--- src/hw/rtl/hbpq_pkg.sv ---
// shared types, codes and constants for the binary heap priority queue
package hbpq_pkg;

  localparam int VALUE_W     = 32;
  localparam int FUNC_W      = 2;
  localparam int STATUS_W    = 2;
  localparam int COUNT_OUT_W = 7;
  localparam int CAPACITY    = 64;

  localparam logic [FUNC_W-1:0] FUNC_INSERT  = 2'd0;
  localparam logic [FUNC_W-1:0] FUNC_EXTRACT = 2'd1;
  localparam logic [FUNC_W-1:0] FUNC_PEEK    = 2'd2;
  localparam logic [FUNC_W-1:0] FUNC_CLEAR   = 2'd3;

  localparam logic [STATUS_W-1:0] STATUS_OK    = 2'd0;
  localparam logic [STATUS_W-1:0] STATUS_EMPTY = 2'd1;
  localparam logic [STATUS_W-1:0] STATUS_FULL  = 2'd2;

  typedef struct packed {
    logic latch;
    logic set_full;
    logic set_empty;
    logic ins_begin;
    logic ext_begin;
    logic load_last;
    logic clear;
    logic up_place;
    logic up_step;
    logic rd_children;
    logic down_step;
    logic out_load;
  } hbpq_cmd_t;

  typedef struct packed {
    logic [FUNC_W-1:0] func;
    logic              full;
    logic              empty;
    logic              last_one;
    logic              pos_zero;
    logic              up_move;
    logic              down_move;
    logic              out_free;
  } hbpq_stat_t;

endpackage

--- src/hw/rtl/hbpq_ram.sv ---
// generic single-write, dual-read ram with registered read data
module hbpq_ram #(
  parameter int WIDTH  = 32,
  parameter int DEPTH  = 64,
  parameter int ADDR_W = $clog2(DEPTH)
) (
  input  logic              clk,
  input  logic              we,
  input  logic [ADDR_W-1:0] waddr,
  input  logic [WIDTH-1:0]  wdata,
  input  logic [ADDR_W-1:0] raddr_a,
  output logic [WIDTH-1:0]  rdata_a,
  input  logic [ADDR_W-1:0] raddr_b,
  output logic [WIDTH-1:0]  rdata_b
);

  logic [WIDTH-1:0] mem [DEPTH];

  always_ff @(posedge clk) begin
    if (we) begin
      mem[waddr] <= wdata;
    end
    rdata_a <= mem[raddr_a];
    rdata_b <= mem[raddr_b];
  end

endmodule

--- src/hw/rtl/hbpq_ctrl.sv ---
// controller state machine for the heap operations
module hbpq_ctrl
  import hbpq_pkg::*;
(
  input  logic       clk,
  input  logic       rst,
  input  logic       in_valid,
  output logic       in_ready,
  input  hbpq_stat_t stat,
  output hbpq_cmd_t  cmd
);

  typedef enum logic [2:0] {
    S_IDLE,
    S_DECODE,
    S_LAST_LD,
    S_UP_CHK,
    S_UP_CMP,
    S_DN_RD,
    S_DN_CMP,
    S_RESP
  } state_t;

  state_t state;
  state_t state_next;

  assign in_ready = (state == S_IDLE);

  always_comb begin
    cmd        = '0;
    state_next = state;
    case (state)
      S_IDLE: begin
        if (in_valid) begin
          cmd.latch  = 1'b1;
          state_next = S_DECODE;
        end
      end
      S_DECODE: begin
        case (stat.func)
          FUNC_INSERT: begin
            if (stat.full) begin
              cmd.set_full = 1'b1;
              state_next   = S_RESP;
            end else begin
              cmd.ins_begin = 1'b1;
              state_next    = S_UP_CHK;
            end
          end
          FUNC_EXTRACT: begin
            if (stat.empty) begin
              cmd.set_empty = 1'b1;
              state_next    = S_RESP;
            end else begin
              cmd.ext_begin = 1'b1;
              state_next    = stat.last_one ? S_RESP : S_LAST_LD;
            end
          end
          FUNC_CLEAR: begin
            cmd.clear  = 1'b1;
            state_next = S_RESP;
          end
          default: begin
            state_next = S_RESP;
          end
        endcase
      end
      S_LAST_LD: begin
        cmd.load_last = 1'b1;
        state_next    = S_DN_RD;
      end
      S_UP_CHK: begin
        if (stat.pos_zero) begin
          cmd.up_place = 1'b1;
          state_next   = S_RESP;
        end else begin
          state_next = S_UP_CMP;
        end
      end
      S_UP_CMP: begin
        cmd.up_step = 1'b1;
        state_next  = stat.up_move ? S_UP_CHK : S_RESP;
      end
      S_DN_RD: begin
        cmd.rd_children = 1'b1;
        state_next      = S_DN_CMP;
      end
      S_DN_CMP: begin
        cmd.down_step = 1'b1;
        state_next    = stat.down_move ? S_DN_RD : S_RESP;
      end
      S_RESP: begin
        if (stat.out_free) begin
          cmd.out_load = 1'b1;
          state_next   = S_IDLE;
        end
      end
      default: begin
        state_next = S_IDLE;
      end
    endcase
  end

  always_ff @(posedge clk) begin
    if (rst) begin
      state <= S_IDLE;
    end else begin
      state <= state_next;
    end
  end

endmodule

--- src/hw/rtl/hbpq_dp.sv ---
// heap datapath: entry ram, count, moving value, compare and result register
module hbpq_dp
  import hbpq_pkg::*;
#(
  parameter int CAP = CAPACITY
) (
  input  logic                      clk,
  input  logic                      rst,
  input  logic                      cfg_write_en,
  input  logic                      cfg_write_data,
  input  logic [FUNC_W-1:0]         func,
  input  logic signed [VALUE_W-1:0] value,
  input  hbpq_cmd_t                 cmd,
  output hbpq_stat_t                stat,
  output logic                      out_valid,
  input  logic                      out_ready,
  output logic [STATUS_W-1:0]       status,
  output logic signed [VALUE_W-1:0] extracted_value,
  output logic [COUNT_OUT_W-1:0]    entry_count,
  output logic signed [VALUE_W-1:0] top_value,
  output logic                      top_valid
);

  localparam int AW = $clog2(CAP);
  localparam int CW = $clog2(CAP + 1);
  localparam int XW = AW + 2;

  function automatic logic better(input logic mn, input logic signed [VALUE_W-1:0] a,
                                  input logic signed [VALUE_W-1:0] b);
    return mn ? (a < b) : (a > b);
  endfunction

  logic                      min_order;
  logic [FUNC_W-1:0]         op;
  logic [CW-1:0]             count;
  logic [AW-1:0]             pos;
  logic signed [VALUE_W-1:0] cur;
  logic signed [VALUE_W-1:0] top;
  logic [STATUS_W-1:0]       res_status;
  logic signed [VALUE_W-1:0] res_extracted;

  logic                      we;
  logic [AW-1:0]             waddr;
  logic signed [VALUE_W-1:0] wdata;
  logic [AW-1:0]             raddr_a;
  logic [AW-1:0]             raddr_b;
  logic signed [VALUE_W-1:0] rdata_a;
  logic signed [VALUE_W-1:0] rdata_b;

  logic [AW-1:0]             parent;
  logic [XW-1:0]             lc;
  logic [XW-1:0]             rc;
  logic                      lc_ok;
  logic                      rc_ok;
  logic                      up_move;
  logic                      pick_l;
  logic                      pick_r;
  logic signed [VALUE_W-1:0] best_l;
  logic [CW-1:0]             last_idx;

  hbpq_ram #(
    .WIDTH (VALUE_W),
    .DEPTH (CAP)
  ) u_ram (
    .clk     (clk),
    .we      (we),
    .waddr   (waddr),
    .wdata   (wdata),
    .raddr_a (raddr_a),
    .rdata_a (rdata_a),
    .raddr_b (raddr_b),
    .rdata_b (rdata_b)
  );

  assign parent   = (pos - AW'(1)) >> 1;
  assign lc       = (XW'(pos) << 1) | XW'(1);
  assign rc       = lc + XW'(1);
  assign lc_ok    = lc < XW'(count);
  assign rc_ok    = rc < XW'(count);
  assign last_idx = count - CW'(1);

  assign up_move = better(min_order, cur, rdata_a);
  assign pick_l  = lc_ok && better(min_order, rdata_a, cur);
  assign best_l  = pick_l ? rdata_a : cur;
  assign pick_r  = rc_ok && better(min_order, rdata_b, best_l);

  // read address selection
  always_comb begin
    raddr_a = parent;
    raddr_b = rc[AW-1:0];
    if (cmd.ext_begin) begin
      raddr_a = last_idx[AW-1:0];
    end else if (cmd.rd_children) begin
      raddr_a = lc[AW-1:0];
    end
  end

  // write port
  always_comb begin
    we    = 1'b0;
    waddr = pos;
    wdata = cur;
    if (cmd.up_place) begin
      we = 1'b1;
    end else if (cmd.up_step) begin
      we    = 1'b1;
      wdata = up_move ? rdata_a : cur;
    end else if (cmd.down_step) begin
      we = 1'b1;
      if (pick_r) begin
        wdata = rdata_b;
      end else if (pick_l) begin
        wdata = rdata_a;
      end
    end
  end

  always_comb begin
    stat           = '0;
    stat.func      = op;
    stat.full      = (count == CW'(CAP));
    stat.empty     = (count == '0);
    stat.last_one  = (count == CW'(1));
    stat.pos_zero  = (pos == '0);
    stat.up_move   = up_move;
    stat.down_move = pick_l || pick_r;
    stat.out_free  = !out_valid || out_ready;
  end

  always_ff @(posedge clk) begin
    if (rst) begin
      min_order <= 1'b1;
      count     <= '0;
      out_valid <= 1'b0;
    end else begin
      if (cfg_write_en) begin
        min_order <= cfg_write_data;
      end
      if (cmd.ins_begin) begin
        count <= count + CW'(1);
      end else if (cmd.ext_begin) begin
        count <= last_idx;
      end else if (cmd.clear) begin
        count <= '0;
      end
      if (cmd.out_load) begin
        out_valid <= 1'b1;
      end else if (out_ready) begin
        out_valid <= 1'b0;
      end
    end
  end

  always_ff @(posedge clk) begin
    if (cmd.latch) begin
      op            <= func;
      cur           <= value;
      res_status    <= STATUS_OK;
      res_extracted <= '0;
    end
    if (cmd.set_full) begin
      res_status <= STATUS_FULL;
    end
    if (cmd.set_empty) begin
      res_status <= STATUS_EMPTY;
    end
    if (cmd.ins_begin) begin
      pos <= count[AW-1:0];
    end
    if (cmd.ext_begin) begin
      res_extracted <= top;
    end
    if (cmd.load_last) begin
      cur <= rdata_a;
      pos <= '0;
    end
    if (cmd.up_step && up_move) begin
      pos <= parent;
    end
    if (cmd.down_step) begin
      if (pick_r) begin
        pos <= rc[AW-1:0];
      end else if (pick_l) begin
        pos <= lc[AW-1:0];
      end
    end
    // root mirror
    if (we && waddr == '0) begin
      top <= wdata;
    end
    if (cmd.out_load) begin
      status          <= res_status;
      extracted_value <= res_extracted;
      entry_count     <= COUNT_OUT_W'(count);
      top_valid       <= (count != '0);
      top_value       <= (count != '0) ? top : '0;
    end
  end

endmodule

--- src/hw/rtl/binary_heap_priority_queue_core.sv ---
// top level of the binary heap priority queue
// Priority queue of signed 32-bit words kept as a binary heap in a CAPACITY-deep
// ram, ordered smallest-first when min_order is 1 and largest-first when 0. One
// word is worked on at a time and each gives exactly one result word. Peek and
// clear go from decode straight to the response step, as does a rejected insert
// or extract, or an extract of the only entry. Insert lets the new word rise one
// level per step until it stops or reaches the root; extract moves the last entry
// to the root and lets it sink one level per step. The next word is taken in the
// cycle after the result is loaded. Each level step is a registered ram read
// followed by the compare and write back. A new word is taken while the previous
// result still waits in the output register; it then holds in its last step
// until the output register is free. Changing min_order does not reorder the
// stored entries; clear after changing it.
module binary_heap_priority_queue_core
  import hbpq_pkg::*;
#(
  parameter int CAP = CAPACITY
) (
  input  logic                      clk,
  input  logic                      rst,
  input  logic                      cfg_write_en,
  input  logic                      cfg_write_data,
  input  logic                      in_valid,
  output logic                      in_ready,
  input  logic [FUNC_W-1:0]         func,
  input  logic signed [VALUE_W-1:0] value,
  output logic                      out_valid,
  input  logic                      out_ready,
  output logic [STATUS_W-1:0]       status,
  output logic signed [VALUE_W-1:0] extracted_value,
  output logic [COUNT_OUT_W-1:0]    entry_count,
  output logic signed [VALUE_W-1:0] top_value,
  output logic                      top_valid
);

  hbpq_cmd_t  cmd;
  hbpq_stat_t stat;

  hbpq_ctrl u_ctrl (
    .clk      (clk),
    .rst      (rst),
    .in_valid (in_valid),
    .in_ready (in_ready),
    .stat     (stat),
    .cmd      (cmd)
  );

  hbpq_dp #(
    .CAP (CAP)
  ) u_dp (
    .clk             (clk),
    .rst             (rst),
    .cfg_write_en    (cfg_write_en),
    .cfg_write_data  (cfg_write_data),
    .func            (func),
    .value           (value),
    .cmd             (cmd),
    .stat            (stat),
    .out_valid       (out_valid),
    .out_ready       (out_ready),
    .status          (status),
    .extracted_value (extracted_value),
    .entry_count     (entry_count),
    .top_value       (top_value),
    .top_valid       (top_valid)
  );

endmodule
--- config.mk ---
export PLATFORM = sky130hd
export DESIGN_NAME = binary_heap_priority_queue_core
export DESIGN_NICKNAME = d
export VERILOG_FILES = /design/src/hw/rtl/hbpq_pkg.sv /design/src/hw/rtl/hbpq_ram.sv /design/src/hw/rtl/hbpq_ctrl.sv /design/src/hw/rtl/hbpq_dp.sv /design/src/hw/rtl/binary_heap_priority_queue_core.sv
export SDC_FILE = /design/constraint.sdc
export NUM_CORES = 2
export LEC_CHECK = 0
export BUFFER_PORTS_ARGS = -buffer_cell sky130_fd_sc_hd__buf_4
export CAP_MARGIN = 20
export CORE_MARGIN = 2
export CORE_UTILIZATION = 35
export CTS_CLUSTER_DIAMETER = 200
export DETAILED_ROUTE_END_ITERATION = 12
export PLACE_DENSITY = 0.59
export SKIP_CTS_REPAIR_TIMING = 1
export SLEW_MARGIN = 30
export SYNTH_ARGS = -nofsm -noshare
export SYNTH_HDL_FRONTEND = slang
export SYNTH_SLANG_ARGS = --single-unit
export TNS_END_PERCENT = 5
--- constraint.sdc ---
create_clock -name clk -period 15.8 [get_ports clk]
set_input_delay 0 -clock clk [delete_from_list [all_inputs] [get_ports clk]]
set_output_delay 0 -clock clk [all_outputs]
set_load 0.01 [all_outputs]
Word-level counts from Yosys, hierarchy flattened
Memories as Yosys holds them, arrays and structs flattened. A register that Yosys moved wholly into a read port is not among the register bits.
Index checks and enable logic that the tools add are counted.
W data, S select, Z words.
Cells by class
  add/subtract/negate cells: 4
  $lt $le $gt $ge: 8
  eq/ne operators: 13
  muxes and demuxes: 64
  reductions and logical operators: 18
Operators by type and width (number)
  $mux W32: 10
  $gt A32 B32 Y1: 3
  $lt A32 B32 Y1: 3
  $mux W6: 8
  $mux W1: 30
  $pmux W3 S8: 1
  $mux W7: 3
  $mux W3: 6
  $eq A3 B3 Y1 const B: 4
  $add A7 B1 Y8 const B: 1
  $lt A8 B7 Y1: 1
  $mux W2: 4
  $reduce_bool A2 Y1: 4
  $add A7 B1 Y7 const B: 1
  $eq A7 B1 Y1 const B: 1
  $eq A7 B7 Y1 const B: 1
  $logic_not A7 Y1: 1
  $lt A7 B7 Y1: 1
  $reduce_bool A7 Y1: 1
  $sub A7 B1 Y7 const B: 1
  $eq A3 B2 Y1 const B: 2
  $logic_not A6 Y1: 1
  $pmux W3 S2: 1
  $sub A6 B1 Y6 const B: 1
  12 further kinds: 17
Word-level totals
  register bits after elaboration: 192
  memory bits (writable): 2048
  memories: 1
Memory list
  u_dp.u_ram.mem: words 64, width 32, rd ports 2, clocked after Yosys merged registers in 2, wr ports 1, RTL line hbpq_ram.sv:17  | logic [WIDTH-1:0] mem [DEPTH];

Logic depth before layout (Yosys ltp)
  depth after elaboration: 11
  gate-level depth with buffers: 24

By module
From an unflattened synthesis, not the netlist that was laid out.
Unflattened totals
  cell total of the unflattened synthesis: 5452
  area total of the unflattened synthesis: 107084.0 sq um
By module, submodules not included
  hbpq_ram: times used 1, cells each 4412, area an instance 95660.5 sq um, seq. area each 62780.2 sq um
  hbpq_dp: times used 1, cells each 1000, area an instance 11114.4 sq um, seq. area each 5505.3 sq um
  hbpq_ctrl: times used 1, cells each 40, area an instance 309.0 sq um, seq. area each 60.1 sq um

Worst setup path before layout
No wires, ideal clock.
  path kind: register -> register
  start point: register u_dp.cur[14]
  end point: register u_dp.top[0], data pin
  setup time: 710 ps
  data arrival time: 7780 ps
  path slack: 7310 ps
  stages on the path, launching flop included: 21
  clock period less this slack: 8490 ps
  cells stage by stage: edfxtp_1 ha_1 a21oi_1 nand2_1 a221o_1 o311a_1 o21a_1 mux2i_1 nand2_1 buf_1 mux2i_1 ha_1 a21o_1 a21o_1 a21o_1 a2111o_1 a211oi_1 mux2i_1 nand3_1 clkbuf_1 o21ai_0
On the way
  word-level cells in the longest chain between the ends: 11
  elaborated cells between the ends (all ways): 17
  classes of those cells: 6 x order compare; 9 x mux; 2 x reduce/logical
RTL lines
  start, declared: RTL line hbpq_dp.sv:37  | logic signed [VALUE_W-1:0] cur;
  start signal, assigned: RTL line hbpq_dp.sv:157  | cur <= value;
  start signal, assigned: RTL line hbpq_dp.sv:174  | cur <= rdata_a;
  $gt A32 B32 Y1 or $lt A32 B32 Y1 (tied branches): RTL line hbpq_dp.sv:30  | return mn ? (a < b) : (a > b);
  $mux W1: RTL line hbpq_dp.sv:30
  $logic_and A1 B1 Y1: RTL line hbpq_dp.sv:83  | assign pick_l = lc_ok && better(min_order, rdata_a, cur);
  $mux W32: RTL line hbpq_dp.sv:84, hbpq_dp.sv:112
  $gt A32 B32 Y1 or $lt A32 B32 Y1 (tied branches): RTL line hbpq_dp.sv:30
  $mux W1: RTL line hbpq_dp.sv:30
  $logic_and A1 B1 Y1: RTL line hbpq_dp.sv:85  | assign pick_r = rc_ok && better(min_order, rdata_b, best_l);
  $mux W32: RTL line hbpq_dp.sv:110  | if (pick_r) begin
  $mux W32: RTL line hbpq_dp.sv:108  | end else if (cmd.down_step) begin
  $mux W32 *: RTL line hbpq_dp.sv:105  | end else if (cmd.up_step) begin
  $mux W32 *: RTL line hbpq_dp.sv:103  | if (cmd.up_place) begin
  named net u_dp.u_ram.wdata[0]: RTL line hbpq_ram.sv:10  | input logic [WIDTH-1:0] wdata,
  end signal, assigned: RTL line hbpq_dp.sv:189  | top <= wdata;
  end, declared: RTL line hbpq_dp.sv:38  | logic signed [VALUE_W-1:0] top;
Mark *: on every way through the listed nets, which the timed path passes. The rest lies on a longest branch.
A chain may end at the register's enable or synchronous reset.

Worst setup path after layout
  start point: register u_dp.u_ram.rdata_a[15] (read register of u_dp.u_ram.mem)
  end point: memory u_dp.u_ram.mem[56][0], data pin
On the way
  word-level cells in the longest chain between the ends: 11
  elaborated cells between the ends (all ways): 17
  classes of those cells: 6 x order compare; 9 x mux; 2 x reduce/logical
RTL lines
  start, declared: RTL line hbpq_ram.sv:12  | output logic [WIDTH-1:0] rdata_a,
  $gt A32 B32 Y1 or $lt A32 B32 Y1 (tied branches): RTL line hbpq_dp.sv:30
  $mux W1: RTL line hbpq_dp.sv:30
  $logic_and A1 B1 Y1: RTL line hbpq_dp.sv:83
  $mux W32: RTL line hbpq_dp.sv:84, hbpq_dp.sv:112
  $gt A32 B32 Y1 or $lt A32 B32 Y1 (tied branches): RTL line hbpq_dp.sv:30
  $mux W1: RTL line hbpq_dp.sv:30
  $logic_and A1 B1 Y1: RTL line hbpq_dp.sv:85
  $mux W32: RTL line hbpq_dp.sv:110
  $mux W32: RTL line hbpq_dp.sv:108
  $mux W32 *: RTL line hbpq_dp.sv:105
  $mux W32 *: RTL line hbpq_dp.sv:103
  named net u_dp.u_ram.wdata[0]: RTL line hbpq_ram.sv:10
  end, declared: RTL line hbpq_ram.sv:17
Marked as above.

==> impl_metrics.env <==
export IMPL_status="finished clean"
export IMPL_dr_pass1_iters=9
export IMPL_timing_rr_end="u_dp.u_ram.mem[56][0]"
export IMPL_worst_setup_path_type="flip-flop to flip-flop"
export IMPL_drt_iter0_drc=12110
export IMPL_skew_ns=0.07107
export IMPL_hp_start="value[23]"
export IMPL_fmax_mhz=115.4
export IMPL_routed_wl_um=362700
export IMPL_finalSetupTns_ns=0
export IMPL_synth_common_cells="edfxtp_1, nand2_1, nand3_1"
export IMPL_holdCritPathClass="input pin to flip-flop"
export IMPL_syn_inst=7501
export IMPL_syn_to_final_growth_pct=14.72
export IMPL_drv_slew=0
export IMPL_ys_ff_latch=2304
export IMPL_rsz0062_at_grt="no"
export IMPL_cts_tree="yes"
export IMPL_peakVddDrop_mv=0.1775
export IMPL_cts_root_buf="clkbuf_16"
export IMPL_r2r_cells=22
export IMPL_worst_slew_pin_slew_ns=1.057
export IMPL_r2r_start="u_dp.u_ram.rdata_a[15]"
export IMPL_postSynthAreaPerCell_um2=13.36
export IMPL_yosysWarningCount=0
export IMPL_via_count=69320
export IMPL_stdcell_count=11530
export IMPL_synth_edf_count=2220
export IMPL_grt_total_usage_pct=24.17
export IMPL_min_path_cells=3
export IMPL_maxCapViolCount=0
export IMPL_via_per_inst=6.010
export IMPL_grt_pass1_vias=64830
export IMPL_cts_buffers_inserted=234
export IMPL_worstSkewPairLatency_ns=0.92
export IMPL_fillCellCount=26100
export IMPL_start_util_pct=35.18
export IMPL_maxSlewHeadroom_pct=29.40
export IMPL_dieHeight_um=539.2
export IMPL_end_kind="flip-flop"
export IMPL_drive_gt1_share_pct=15.20
export IMPL_yosysSeqAreaShare_pct=68.18
export IMPL_row_count=196
export IMPL_ant_nets=0
export IMPL_required_ns=16.31
export IMPL_pin_count=116
export IMPL_yosysTopAreaCell="edfxtp_1"
export IMPL_synth_nets=7623
export IMPL_hold_viol_final=0
export IMPL_synth_area_um2=100200
export IMPL_crit_arrival_ns=9.18
export IMPL_nets=7701
export IMPL_route_detailed_drc=0
export IMPL_overflow=0
export IMPL_dieArea_um2=290700
export IMPL_powerDensity_nw_per_um2=217.4
export IMPL_worstPathMaxFanout=65
export IMPL_power_leakage_nw=39.05
export IMPL_fin_crit_ns=8.664
export IMPL_regArea_um2=68350
export IMPL_port_buffers=115
export IMPL_grt_max_degree=165
export IMPL_clkSlewWorstSetupHoldPaths_ns=0.06
export IMPL_hold_path_endpoint="u_dp.cur[23]"
export IMPL_fin_crit_sh_pct=54.84
export IMPL_avgRoutedWirePerCell_um=31.45
export IMPL_antenna_found_initial=21
export IMPL_r2r_slack_ns=7.14
export IMPL_grt_pass1_wl_um=501900
export IMPL_setup_viol=0
export IMPL_synth_area_leaders="edfxtp_1, nand2_1, mux4_2, nand3_1, dfxtp_1"
export IMPL_synth_cell_types=68
export IMPL_cp_start_kind="flip-flop"
export IMPL_place_inst=11060
export IMPL_async_reset_ff_share_pct=0
export IMPL_clock_sinks=2304
export IMPL_dp_final_hpwl_um=200800
export IMPL_cts_buffer_depth=4
export IMPL_coreArea_um2=285000
export IMPL_multi_input_area_um2=30640
export IMPL_yosys_area_top_type_share_pct=66.50
export IMPL_ctsHtreeMaxLevel=4
export IMPL_fp_dieW_um=539.2
export IMPL_synth_ff_type="edfxtp_1"
export IMPL_gp_congestion=0.9195
export IMPL_synth_most_common_cell="edfxtp_1"
## power by group
group	internal, mW	total [mW]	switching (mW)
combinational	3.11	10.9	7.79
clock	3.19	5.57	2.38
sequential	8.23	8.53	0.304
## layer usage
| layer | track usage [%] | up-vias | part of all wire [%] |
|---|---|---|---|
| met5 | 0 | - | 0.018 |
| met4 | 11.00 | 12 | 5.3 |
| met3 | 6.592 | 859 | 13 |
| met2 | 36.38 | 4805 | 44 |
| met1 | 32.53 | 35110 | 38 |
| li1 | - | 28540 | - |
## how the worst max path moves through the flow
stage	startpoint	to	slack (ns)
floorplan	u_dp.cur[14]	u_dp.top[0]	7.31
global placement	u_dp.cur[14]	u_dp.top[0]	7.66
detailed placement	u_dp.cur[14]	u_dp.u_ram.mem[41][0]	7.58
CTS	u_dp.cur[14]	u_dp.u_ram.mem[41][0]	7.48
global route	u_dp.cur[14]	u_dp.u_ram.mem[27][23]	6.97
finish	u_dp.u_ram.rdata_a[15]	u_dp.u_ram.mem[56][0]	7.14
## sequential cells by signal (all words and copies together), names as in the netlist
| signal | cells |
|---|---|
| u_dp.status | 2 |
| u_dp.op | 2 |
| u_dp.pos | 6 |
| u_dp.out_valid | 1 |
| u_dp.u_ram.rdata_a | 32 |
| u_dp.u_ram.rdata_b | 32 |
| u_dp.res_extracted | 32 |
| u_dp.top | 32 |
| u_dp.cur | 32 |
| u_dp.u_ram.mem | 2048 |
| u_dp.min_order | 1 |
| u_dp.res_status | 2 |
| u_dp.top_value | 32 |
| u_dp.extracted_value | 32 |
| u_dp.top_valid | 1 |
| u_dp.count | 7 |
| u_ctrl.state | 3 |
| u_dp.entry_count | 7 |
## logic make-up (layout without fill, tap and decap cells)
logic type | after synthesis | in the layout | share of synthesized area [%]
simple gates | 3303 | 3303 | 14.37
flops | 2304 | 2304 | 68.18
compound gates | 778 | 778 | 5.564
mux | 430 | 430 | 8.336
other cells | 0 | 3 | 0
buf+inv | 594 | 862 | 2.441
xor+xnor | 10 | 10 | 0.08738
fa+ha+maj | 82 | 82 | 1.023
## cell usage in the layout (no fill, tap or decap), drive strengths merged, types with 7 or more instances in the layout
master       synthesis  layout
a2111oi             32      32
a21o                13      13
a21oi              183     183
a222oi              32      32
a22o                65      65
a311oi             162     162
a31oi              162     162
a32o                32      32
and2                36      36
and3               260     260
buf                204     337
bufinv               0      23
clkbuf             337     306
clkinv               0      84
dfxtp               84      84
dlygate4sd3          0      46
edfxtp            2220    2220
ha                  82      82
inv                 53      61
mux2                36      36
mux2i               74      74
mux4               320     320
nand2             2120    2120
nand3              597     597
nand4               17      17
nor2               109     109
nor2b               11      11
nor3                15      15
nor4                73      73
o21ai               53      53
or4                 33      33
xnor2                7       7
## worst max-delay path, stage by stage (launching register included)
cell and delay, ns:
dfxtp_1 0.39, inv_1 0.06, ha_1 0.31, nand4_1 0.19
nor4_1 0.91, a21boi_0 0.29, o311a_1 0.31, o21a_1 0.28
mux2i_1 0.34, nand2_2 0.48, mux2i_1 0.51, ha_1 0.33
a21o_1 0.20, a21o_1 0.17, a21o_1 0.18, a2111o_1 0.55
a211oi_1 0.45, mux2i_1 0.81, a21oi_4 0.14, buf_4 0.34
a222oi_1 0.49, o21ai_4 0.09, buf_4 0.29
## metrics by stage
stage          power [mW]  utilization [%]  setup WS (ns)  hold WS (ns)  area (µm²)
5_1_grt             25.87            40.35          6.965       0.01704      115000
4_1_cts             24.76            40.17          7.484       -0.7459      114500
3_5_place_dp        19.24            37.52          7.575        0.1818      106900
2_1_floorplan       15.16                -          7.310       0.07847      100200
3_3_place_gp        19.12            37.32          7.663        0.1816      106400
6_report            25.00            40.35          7.136      0.009908      115000
## cell type report
cell class / count / area share [%]
timing repair buffer: 383 / 3.080
inverter: 53 / 0.1730
multi-input combinational: 4603 / 26.64
clock buffer: 306 / 5.511
antenna: 3 / 0.006528
tap: 3762 / 4.093
clock inverter: 120 / 1.058
sequential: 2304 / 59.44
No activity file was read; power rests on OpenSTA's default activity.
